$ cat config.mk
export PLATFORM = sky130hd
export DESIGN_NAME = deq_ctrl
export DESIGN_NICKNAME = d
export VERILOG_FILES = /design/src/design/deq_pkg.sv /design/src/design/deq_ctrl.sv
export SDC_FILE = /design/constraint.sdc
export NUM_CORES = 1
export LEC_CHECK = 0
export BUFFER_PORTS_ARGS = -buffer_cell sky130_fd_sc_hd__buf_2
export CAP_MARGIN = 20
export CORE_AREA = 2 2 39 41
export CTS_CLUSTER_DIAMETER = 200
export DETAILED_ROUTE_END_ITERATION = 8
export DIE_AREA = 0 0 41 43
export SLEW_MARGIN = 20
export SYNTH_ARGS = -nofsm -noshare
export SYNTH_HDL_FRONTEND = slang
export SYNTH_SLANG_ARGS = --single-unit
$ cat constraint.sdc
create_clock -name clk_i -period 1.8 [get_ports clk_i]
set_input_delay 0.27 -clock clk_i [delete_from_list [all_inputs] [get_ports clk_i]]
set_output_delay 0.27 -clock clk_i [all_outputs]
set_load 0.02 [all_outputs]
$ cat src/design/deq_pkg.sv
// Package for the double-ended queue block.
// Holds the operation and status codes, controller states and the
// command bundle from controller to datapath. No dependencies.
package deq_pkg;

  // Width of the operation field
  localparam int unsigned FuncWidth   = 3;
  // Width of the status field
  localparam int unsigned StatusWidth = 2;

  // Operation codes; codes 5..7 behave as a query
  typedef enum logic [FuncWidth-1:0] {
    OP_PUSH_FRONT = 3'd0,
    OP_PUSH_BACK  = 3'd1,
    OP_POP_FRONT  = 3'd2,
    OP_POP_BACK   = 3'd3,
    OP_QUERY      = 3'd4
  } deq_op_e;

  // Result status codes
  typedef enum logic [StatusWidth-1:0] {
    ST_OK    = 2'd0,
    ST_EMPTY = 2'd1,
    ST_FULL  = 2'd2
  } deq_status_e;

  // Controller states
  typedef enum logic [1:0] {
    S_IDLE,
    S_EXEC,
    S_READ,
    S_OUT
  } deq_state_e;

  // Commands from controller to datapath
  typedef struct packed {
    logic load_item;  // capture the accepted transaction
    logic exec;       // update store, head and count
    logic read;       // read front and back entries
    logic load_out;   // load the result register
  } deq_cmd_t;

endpackage

$ cat src/design/deq_ctrl.sv
// Controller state machine for the double-ended queue.
// Sequences accept, update, store read and result load.
// Depends on deq_pkg.
module deq_ctrl (
  input  logic            clk_i,
  input  logic            rst_ni,
  input  logic            in_valid_i,
  output logic            in_stall_o,
  output logic            out_valid_o,
  input  logic            out_stall_i,
  output deq_pkg::deq_cmd_t cmd_o
);
  import deq_pkg::*;

  deq_state_e state_q, state_d;
  logic       out_valid_q, out_valid_d;
  logic       out_free;

  // Result register can take a new result
  assign out_free = !out_valid_q || !out_stall_i;

  // State and result-valid registers
  always_ff @(posedge clk_i or negedge rst_ni) begin
    if (!rst_ni) begin
      state_q     <= S_IDLE;
      out_valid_q <= 1'b0;
    end else begin
      state_q     <= state_d;
      out_valid_q <= out_valid_d;
    end
  end

  // Next state and commands
  always_comb begin
    state_d     = state_q;
    out_valid_d = out_valid_q && out_stall_i;
    cmd_o       = '0;
    in_stall_o  = 1'b1;
    unique case (state_q)
      S_IDLE: begin
        in_stall_o = 1'b0;
        if (in_valid_i) begin
          cmd_o.load_item = 1'b1;
          state_d         = S_EXEC;
        end
      end
      S_EXEC: begin
        cmd_o.exec = 1'b1;
        state_d    = S_READ;
      end
      S_READ: begin
        cmd_o.read = 1'b1;
        state_d    = S_OUT;
      end
      S_OUT: begin
        // keep reading so the read data stays current while stalled
        cmd_o.read = 1'b1;
        if (out_free) begin
          cmd_o.load_out = 1'b1;
          out_valid_d    = 1'b1;
          state_d        = S_IDLE;
        end
      end
      default: state_d = S_IDLE;
    endcase
  end

  assign out_valid_o = out_valid_q;

endmodule

* After elaboration in Yosys (flattened, before gate mapping) *
Index checks and enable logic that the tools add are counted.

word-level totals
  flip-flop bits (word level) = 3
  bits in latches = 0
  RAM bits = 0
  ROM bits = 0
  bits of input ports = 4
  output and inout port bits = 6
  logic and storage cells = 26
  memories = 0

operators by class
  $add $sub $neg = 0
  $mul = 0
  divide/modulo/power cells = 0
  order comparisons = 0
  equality and inequality tests = 5
  shift operators = 0
  muxes and demuxes = 12
  bitwise gates (word level) = 0
  reductions and logical operators = 7

operators with widths
  kind                  number
  $mux W1               9
  $pmux W2 S4           1
  $eq A2 B2 Y1 const B  2
  $mux W2               2
  $ne A2 B2 Y1 const B  2
  $eq A2 B1 Y1 const B  1
  $logic_not A1 Y1      2
  $logic_not A2 Y1      1
  $reduce_and A2 Y1     1
  $reduce_or A2 Y1      1
  $logic_and A1 B1 Y1   1
  $logic_or A1 B1 Y1    1

* Logic depth before layout (Yosys ltp) *
Gate-level depths: netlist of run 1.

  depth after elaboration = 4
  mapped depth = 5
  mapped depth without buffers = 5

* Least setup slack after synthesis of run 1 *
No wires, ideal clock.

  path kind = reg-to-output
  start point = register state_q[1]
  end point = output port cmd_o[0] (netlist name)
  arrival = 1.102 ns
  required time = 1.530 ns
  path slack = 0.428 ns
  cell stages (with the launch flop) = 3
  buffers on the path = 0
  cells stage by stage = dfrtp_1 ha_1 a21boi_0

RTL lines
  what                    line            source
  from (decl)             deq_ctrl.sv:15  deq_state_e state_q, state_d;
  from (signal assigned)  deq_ctrl.sv:28  state_q <= state_d;
  to (decl)               deq_ctrl.sv:11  output deq_pkg::deq_cmd_t cmd_o

==> out/qor.txt, run 1 <==
Status -> complete, no violations
Hold Crit Depth -> 2
Max-Cap Viols -> 0
Slew @ Worst Pin -> 0.172 ns
Post-synth top area cell -> dfrtp_1
Post-synthesis mux area share -> 11.1%
# diodes -> 0
Vias in the first global route -> 152
Die X -> 41 um
Period utilisation layout -> 89.3%
DR pass1 iterations -> 1
Fillers -> 152
Post-route ant nets -> 0
Syn Area/Cell -> 11.3 sq um
Site row count -> 14
Cell Area, Placed -> 290 sq um
Synth Area in Compound Gates -> 10.6%
Area Growth Syn to Fin -> 45.0%
Total Negative Setup Slacks -> 0 ns
Cell count after synthesis -> 20
DRT iter0 DRCs -> 0
Core Box Area -> 1380 sq um
Routed WL -> 383 um
Initial Utilization -> 16.3%
Fmax -> 622 MHz
Postcts setup bufs -> 0
Via density -> 3.50
Worst setup path end -> cmd_o[1]
HPWL after DPL -> 299 um
Comb pwr share -> 59.3%
Cts hold-fix bufs -> 1
Xor/xnor share of the synthesized area -> 0%
Final Skew -> 0.00382 ns
Worst EP required -> 1.53 ns
Vias -> 175
WL/cell -> 7.66 um
Final Setup Violations -> 0
Register bit total from synthesis -> 3
H-tree lvl count -> 1
Sequential power share -> 21.9%
R2r endpoint -> state_q[1]$_DFFE_PN0P_
Worst-Skew Late Latency -> 0.23 ns
Clock tree buffer depth -> 2
CTS buffer count -> 3
Sw Ratio -> 44.1%
Dominant cells by area after synthesis -> dfrtp_1 33%, ha_1 28%, mux2_4 6.7%, mux2i_1 4.4%, nand3_2 4.4%
TritonCTS clock tree -> built
Peak supply drop -> 0.000351 V
R2r startpoint -> state_q[0]$_DFFE_PN0P_
Most common cell after layout, fill and taps aside -> buf_2
Relative slew margins -> 88.6%
CP startpoint -> state_q[0]$_DFFE_PN0P_
Worst-path maximum fanout -> 4
Total track usage -> 6.14%
Final core utilization -> 23.6%
Worst hold path startpoint -> out_stall_i
Synth Cell Area -> 225 sq um
Worst reg2reg path depth -> 5
Post-synthesis simple-gate area fraction -> 12.2%
Power per cell area -> 1940 nW/um^2
Max Slew Vio Count -> 0
Syn_nets -> 29
Startpoint types -> flip-flop
Die area -> 1760 sq um
Unrepaired setup endpoints after global routing -> no
Min cycle time layout -> 1.61 ns
CP Class -> reg2out
Global-route wire length before repair -> 565 um
Die Y -> 43 um
Int Power -> 353 uW
Sw Pwr -> 279 uW
Initial antenna violation count -> 0
Sink Count -> 3
Hold Path Class -> in2reg
Largest family of logic cells by synthesized area -> adder cells
CP Data Arrival Time -> 1.34 ns
Total power -> 632 uW
Yosys top cell area share -> 33.3%
Global route overflow -> 0
Drt drc -> 0
PortBufs -> 9
Clk pwr share -> 18.8%
R2R Setup Slk -> 0.45 ns
Final nets -> 44
IO Count -> 10
Final Hold Vio Count -> 0
Post-CTS Resized -> 0
Seq/Total Area, Yosys -> 33.3%
Synth Warn # -> 0
Most frequent cells in the layout -> 9 x buf_2, 5 x ha_1, 3 x clkbuf_4, 3 x dfrtp_1, 2 x inv_1
Post-synthesis adder-cell area fraction -> 27.8%
Crit. End Element -> output port
CTS Root Cell -> clkbuf_4
Layout cells sized above 1 -> 52.9%
Pin count of the biggest net entering global routing -> 5
Routability cong. -> 0.562
Clk slew on worst S/H paths -> 0.03 ns
Synth unique cells -> 13
Post-route cell area -> 327 sq um
Leakage power -> 0.179 nW
[cells by family after synthesis]
| logic type | after synthesis |
|---|---|
| adder cells (fa/ha/maj) | 5 |
| AND/OR/NAND/NOR | 4 |
| AO/OA/AOI/OAI | 3 |
| buffers and inverters | 3 |
| flip-flops | 3 |
| multiplexers | 2 |
[registers in the layout (all words and copies together), names as in the netlist]
name         flops
state_q          2
out_valid_o      1
[critical path: stages, from the launching register on]
cell and delay [ns]:
dfrtp_1 0.37, inv_1 0.10, ha_1 0.22, or2_2 0.26, buf_2 0.16
[through the flow]
stage | hold slack (ns) | std cells | worst slack (ns)
after floorplan | -0.0256 | 20 | 0.428
after global placement | 0.0698 | 45 | 0.433
after detailed placement | 0.0708 | 45 | 0.427
after CTS | 0.265 | 50 | 0.165
after global routing | 0.293 | 50 | 0.117
final | 0.281 | 50 | 0.192
[power groups by stage]
stage / Sequential (mW) / Combinational, mW / Clock [mW]
after CTS: 0.139 / 0.383 / 0.131
after global placement: 0.138 / 0.381 / 0
after floorplan: 0.147 / 0.277 / 0
after detailed placement: 0.140 / 0.380 / 0
final: 0.139 / 0.375 / 0.119
after global routing: 0.143 / 0.427 / 0.131
[Yosys cell counts]
| cell type | n |
|---|---|
| a21boi_0 | 1 |
| mux2i_1 | 1 |
| o21ai_2 | 1 |
| or2_2 | 1 |
| inv_1 | 2 |
| a21o_1 | 1 |
| mux2_4 | 1 |
| nor2_1 | 1 |
| nand3_2 | 1 |
| dfrtp_1 | 3 |
| inv_2 | 1 |
| ha_1 | 5 |
| and2_2 | 1 |
[worst min-delay path by stage]
| stage | endpoint |
|---|---|
| 3_5_place_dp | state_q[0]$_DFFE_PN0P_ |
| 2_1_floorplan | out_valid_o$_DFF_PN0_ |
| 6_report | out_valid_o$_DFF_PN0_ |
| 3_3_place_gp | state_q[1]$_DFFE_PN0P_ |
| 4_1_cts | out_valid_o$_DFF_PN0_ |
| 5_1_grt | out_valid_o$_DFF_PN0_ |
[per-layer routing]
layer | up-vias | share of wire, % | global-route usage, % | wire length, um
met2 | 9 | 44 | 7.50 | 167
met1 | 70 | 42 | 4.22 | 161
met3 | 2 | 8.9 | 3.14 | 34
li1 | 94 | - | - | -
met4 | 0 | 5.0 | 12.0 | 19
met5 | - | 0 | 0 | 0
[final cells by class]
cell class              count  area [sq um]  area share [%]
multi-input cells          14           139            42.5
flip-flops and latches      3          75.1            23.0
repair buffers             10          55.1            16.9
clock buffers               4          26.3            8.05
well taps                  16          20.0            6.13
inverters                   3          11.3            3.45
Power figures use the tool's default switching activity.
==> run 2: changes to the inputs <==
- ABC_AREA: unset -> 1
- BUFFER_PORTS_ARGS: -buffer_cell sky130_fd_sc_hd__buf_2 -> unset
- CTS_CLUSTER_SIZE: unset -> 30
- DONT_BUFFER_PORTS: unset -> 1
==> run 2 against run 1 <==
Effect of this change: via count up 4.0%; synthesized area up 6.1%; wire length up 0.78%; flip-flop and latch count unchanged; critical path type unchanged; highest routed layer is now met3; power down 10%; worst setup slack better by 0.084 ns; hold slack worse by 0.12 ns; count of clock-buffer cells in the layout unchanged; sequential power up 13%; combinational power down 22%; register-to-register slack better by 0.25 ns.
==> out/qor.txt, run 2 <==
Site row count -> 14
Post-CTS Resized -> 0
WL/cell -> 7.42 um
CP Data Arrival Time -> 1.25 ns
Worst-path maximum fanout -> 4
Cell Area, Placed -> 259 sq um
Global route overflow -> 0
Relative slew margins -> 70.6%
Worst reg2reg path depth -> 6
TritonCTS clock tree -> built
Clk slew on worst S/H paths -> 0.03 ns
Int Power -> 278 uW
GR met1 Demand/Resource -> 5.47%
Synth Warn # -> 0
Layout cells sized above 1 -> 16.7%
Die X -> 41 um
Final nets -> 46
Commonest cells post-synth -> 9 x nand2_1, 8 x inv_1, 5 x ha_1
Hold Path Class -> in2reg
Final Hold Vio Count -> 0
Status -> complete, no violations
Core Box Area -> 1380 sq um
Register bit total from synthesis -> 3
Area Growth Syn to Fin -> 23.6%
Multi-input logic area -> 134 sq um
Synth Cell Area -> 239 sq um
Worst-Skew Late Latency -> 0.23 ns
Most frequent cells in the layout -> 9 x nand2_1, 8 x inv_1, 5 x ha_1
DR pass1 iterations -> 1
Max reg flops -> 2
Crit path cell chain -> ha_1, inv_1, a21oi_1
Crit. End Element -> output port
Routability cong. -> 0.645
Met2 Use GR -> 6.88%
Global-route wire length before repair -> 572 um
IO Count -> 10
Sw Ratio -> 51.0%
Max incr delay on CP -> 0.39 ns
Post-route ant nets -> 0
CTS Root Cell -> clkbuf_4
Most common cell after layout, fill and taps aside -> nand2_1
Sequential cell area -> 75.1 sq um
Synth unique cells -> 8
Vias -> 182
Max-Cap Viols -> 0
Max Slew Vio Count -> 0
Sequential power share -> 27.7%
Drt drc -> 0
Power per cell area -> 1920 nW/um^2
Final Setup Violations -> 0
Most used DFF post-synth -> dfrtp_1
Slowest CP cell -> dfrtp_1
Initial Utilization -> 17.3%
Most frequent cell after synthesis -> nand2_1
Met3 usage in global routing -> 3.14%
Pin count of the biggest net entering global routing -> 5
Post-synth top area cell -> dfrtp_1
Die area -> 1760 sq um
Via density -> 3.50
Startpoint types -> flip-flop
Post-route cell area -> 295 sq um
Routed WL -> 386 um
Initial antenna violation count -> 0
Total track usage -> 5.42%
Total Negative Setup Slacks -> 0 ns
Final Skew -> 0.000968 ns
Vias in the first global route -> 165
Unrepaired setup endpoints after global routing -> no
Comb pwr share -> 51.9%
Async S/R FF share, synth -> 100%
Total power -> 567 uW
Min cycle time layout -> 1.52 ns
Slew @ Worst Pin -> 0.443 ns
Worst EP required -> 1.53 ns
Dominant cells by area after synthesis -> dfrtp_1 31%, ha_1 26%, nand2_1 14%, inv_1 13%, nand2_2 5.2%
Clock tree buffer depth -> 2
Hold Crit Depth -> 2
Fillers -> 154
Peak supply drop -> 0.000498 V
Seq/Total Area, Yosys -> 31.4%
# diodes -> 0
H-tree lvl count -> 1
Number of enable flip-flop cells after synthesis -> 0
Syn Area/Cell -> 7.71 sq um
DRT iter0 DRCs -> 0
Hold_ws -> 0.162 ns
PortBufs -> 0
Die Y -> 43 um
Sw Pwr -> 289 uW
Cell count after synthesis -> 31
CP Class -> reg2out
Leakage power -> 0.174 nW
CTS buffer count -> 3
Fmax -> 656 MHz
Syn_nets -> 40
Clk pwr share -> 20.3%
Yosys top cell area share -> 31.4%
Biggest register -> state_q
Gr busiest metal -> met2
Period utilisation layout -> 84.7%
Sink Count -> 3
HPWL after DPL -> 319 um
-- run 2: through the flow --
step / util (%) / setup slack (ns) / cells
2_1_floorplan: - / 0.578 / 31
3_3_place_gp: 18.7 / 0.523 / 47
3_5_place_dp: 18.7 / 0.503 / 47
4_1_cts: 21.3 / 0.252 / 52
5_1_grt: 21.3 / 0.156 / 52
6_report: 21.3 / 0.276 / 52
-- run 2: worst max-delay path: cells and delay by family (launching register included) --
kind	cells	cell delay (ns)
buffers and inverters	1	0.07
adder cells (fa/ha/maj)	1	0.20
flip-flops	1	0.39
AO/OA/AOI/OAI	1	0.36
-- run 2: logic make-up (layout without fill, tap and decap cells) --
logic type / Yosys count / count (layout) / synth area share, %
compound gates: 1 / 1 / 2.09
flops: 3 / 3 / 31.4
fa+ha+maj: 5 / 5 / 26.2
buf+inv: 8 / 13 / 12.6
simple gates: 14 / 14 / 27.7
-- run 2: layer usage --
metal | vias up | wire length (um) | share of wire, %
met3 | 0 | 40 | 10
met4 | 0 | 0 | 0
li1 | 99 | - | -
met2 | 11 | 154 | 40
met1 | 72 | 190 | 49
met5 | - | 0 | 0
-- run 2: power groups by stage --
stage          registers [mW]  logic, mW  clock network, mW
2_1_floorplan           0.148      0.263                  0
3_3_place_gp            0.155      0.299                  0
3_5_place_dp            0.158      0.296                  0
4_1_cts                 0.158      0.301              0.122
5_1_grt                 0.168      0.338              0.129
6_report                0.157      0.294              0.115
-- run 2: worst paths after layout --
kind	startpoint	to	slack [ns]
max	state_q[0]$_DFFE_PN0P_	cmd_o[0]	0.28
min	out_stall_i	out_valid_o$_DFF_PN0_	0.16
max reg2reg	state_q[0]$_DFFE_PN0P_	state_q[0]$_DFFE_PN0P_	0.70
min reg2reg	state_q[1]$_DFFE_PN0P_	state_q[1]$_DFFE_PN0P_	0.54
max in group asynchronous	rst_ni	state_q[0]$_DFFE_PN0P_	1.37
min in group asynchronous	rst_ni	out_valid_o$_DFF_PN0_	0.29
-- run 2: area by class of cell --
type,count,area share (%)
inverter,8,10.2
timing repair buffer,1,3.39
tap,16,6.78
multi-input combinational,20,45.3
sequential,3,25.4
clock buffer,4,8.90
-- run 2: timing repair --
action                                 4_1_cts  5_1_grt
endpoints found under the hold margin        3        0
hold buffers                                 1        0
buffers inserted                             0        0
==> run 3: changes to the inputs <==
- ABC_AREA: 1 -> 0
- clock period: 1.8 -> 1.48 ns (I/O delays scaled with it)
==> run 3 against run 2 <==
Effect of this change: global-route usage increased by 0.31 points; clock skew up 0.00067 ns; non-clock buffer count increased by 3; combinational power rose by 56%; die area stayed put; register-to-register slack got worse by 0.57 ns; sequential power up 19%; final cell count shrank 15%; critical path type unchanged; critical endpoint is now cmd_o[1]; highest routed layer unchanged.
==> out/qor.txt, run 3 (synthesis gave the netlist of run 1 again) <==
CP Data Arrival Time -> 1.23 ns
Hold_ws -> 0.110 ns
Int Power -> 448 uW
Unrepaired setup endpoints after global routing -> yes
IO Count -> 10
Drt drc -> 0
Initial Utilization -> 16.3%
Worst-Skew Late Latency -> 0.24 ns
Worst EP required -> 1.26 ns
Most frequent cells in the layout -> 4 x ha_1, 3 x clkbuf_4, 3 x dfrtp_1, 3 x buf_4, 2 x inv_1
Hold Path Class -> in2reg
Layout cells sized above 1 -> 46.4%
CTS Root Cell -> clkbuf_4
Fillers -> 149
Most common cell after layout, fill and taps aside -> ha_1
Vias -> 158
Max incr delay on CP -> 0.41 ns
Sink Count -> 3
Die X -> 41 um
Worst-path maximum fanout -> 4
Top delay family on crit path -> flip-flops
Worst setup path end -> cmd_o[1]
Slowest CP cell -> dfrtp_1
Global route overflow -> 0
Via density -> 3.59
Area Growth Syn to Fin -> 37.2%
Initial antenna violation count -> 0
Max-Cap Viols -> 0
R2R Setup Slk -> 0.13 ns
Biggest register -> state_q
Clk pwr share -> 18.7%
Startpoint types -> flip-flop
H-tree lvl count -> 1
Sw Ratio -> 43.5%
Leakage power -> 0.154 nW
HPWL after DPL -> 315 um
Clk slew on worst S/H paths -> 0.04 ns
Relative slew margins -> 81.5%
Routed WL -> 394 um
Final nets -> 38
Clock tree buffer depth -> 2
Routability cong. -> 0.613
Setup ws final -> 0.0296 ns
Final Hold Vio Count -> 0
Site row count -> 14
Power per cell area -> 2570 nW/um^2
CTS buffer count -> 3
Levels on crit path -> 3
Vias in the first global route -> 134
DRT iter0 DRCs -> 1
Sequential power share -> 23.5%
Comb pwr share -> 57.8%
Total power -> 794 uW
CP Class -> reg2out
Global-route wire length before repair -> 531 um
Die area -> 1760 sq um
Fmax -> 689 MHz
Sw Pwr -> 346 uW
Period utilisation layout -> 98.0%
Min cycle time layout -> 1.45 ns
WL/cell -> 8.95 um
Hold Crit Depth -> 1
Pin count of the biggest net entering global routing -> 5
R2r startpoint -> state_q[0]$_DFFE_PN0P_
Dpl ws -> 0.134 ns
Die Y -> 43 um
# diodes -> 0
R2r endpoint -> state_q[1]$_DFFE_PN0P_
DR pass1 iterations -> 2
Core Box Area -> 1380 sq um
Crit path cell chain -> buf_4, ha_1, or2_4
Final Skew -> 0.00164 ns
CP startpoint -> state_q[1]$_DFFE_PN0P_
Worst Path Buf+Inv -> 1
Peak supply drop -> 0.000679 V
Slew @ Worst Pin -> 0.277 ns
Worst reg2reg path depth -> 5
Total track usage -> 5.73%
TritonCTS clock tree -> built
Final Setup Violations -> 0
Max Slew Vio Count -> 0
PortBufs -> 0
Post-route ant nets -> 0
Crit. End Element -> output port
Status -> complete, no violations
Max reg flops -> 2
[run 3: cell count changes in the layout (fill, tap and decap cells not counted), moves of 2 or more]
cell     delta
nand2_1     -9
inv_1       -6
buf_4       +3
nand2_2     -2
nand3_1     -2
[run 3: power by group through the flow]
| stage | Clock [mW] | Sequential, mW | Combinational [mW] |
|---|---|---|---|
| after global placement | 0 | 0.187 | 0.420 |
| after floorplan | 0 | 0.179 | 0.337 |
| after detailed placement | 0 | 0.189 | 0.423 |
| final | 0.148 | 0.187 | 0.459 |
| after global routing | 0.164 | 0.198 | 0.503 |
| after CTS | 0.156 | 0.188 | 0.444 |
[run 3: worst min path at each step]
stage | startpoint | endpoint
after global routing | out_stall_i | out_valid_o$_DFF_PN0_
after floorplan | rst_ni | out_valid_o$_DFF_PN0_
after CTS | out_stall_i | out_valid_o$_DFF_PN0_
after global placement | rst_ni | state_q[0]$_DFFE_PN0P_
after detailed placement | rst_ni | state_q[0]$_DFFE_PN0P_
final | out_stall_i | out_valid_o$_DFF_PN0_
[run 3: timing repair]
| item | in CTS | in global routing |
|---|---|---|
| hold buffers | 1 | 0 |
| gates resized for setup | 1 | 1 |
| endpoints found under the setup margin | 1 | 1 |
| setup buffers | 0 | 1 |
| hold endpoints to repair | 3 | 0 |
| pin swaps | 0 | 0 |
[run 3: cell type report]
cell class	count	area [sq um]	share of cell area, %
repair buffers	4	32.5	10.5
clock buffers	4	26.3	8.50
flip-flops and latches	3	75.1	24.3
multi-input cells	14	144	46.6
inverters	3	11.3	3.64
well taps	16	20.0	6.48
[run 3: metrics by stage]
stage          instance area [sq um]  instances  TNS (ns)  util, %
4_1_cts                          299         43         0     21.6
5_1_grt                          309         44   -0.0780     22.3
2_1_floorplan                    225         20         0        -
3_5_place_dp                     260         38         0     18.8
3_3_place_gp                     260         38         0     18.8
6_report                         309         44         0     22.3
[run 3: metal layers]
metal | vias up | GRT usage [%] | routed length (um)
li1 | 79 | - | -
met1 | 72 | 4.85 | 182
met2 | 7 | 5.63 | 182
met3 | 0 | 4.71 | 30
met4 | 0 | 10.0 | 0
met5 | - | 0 | 0
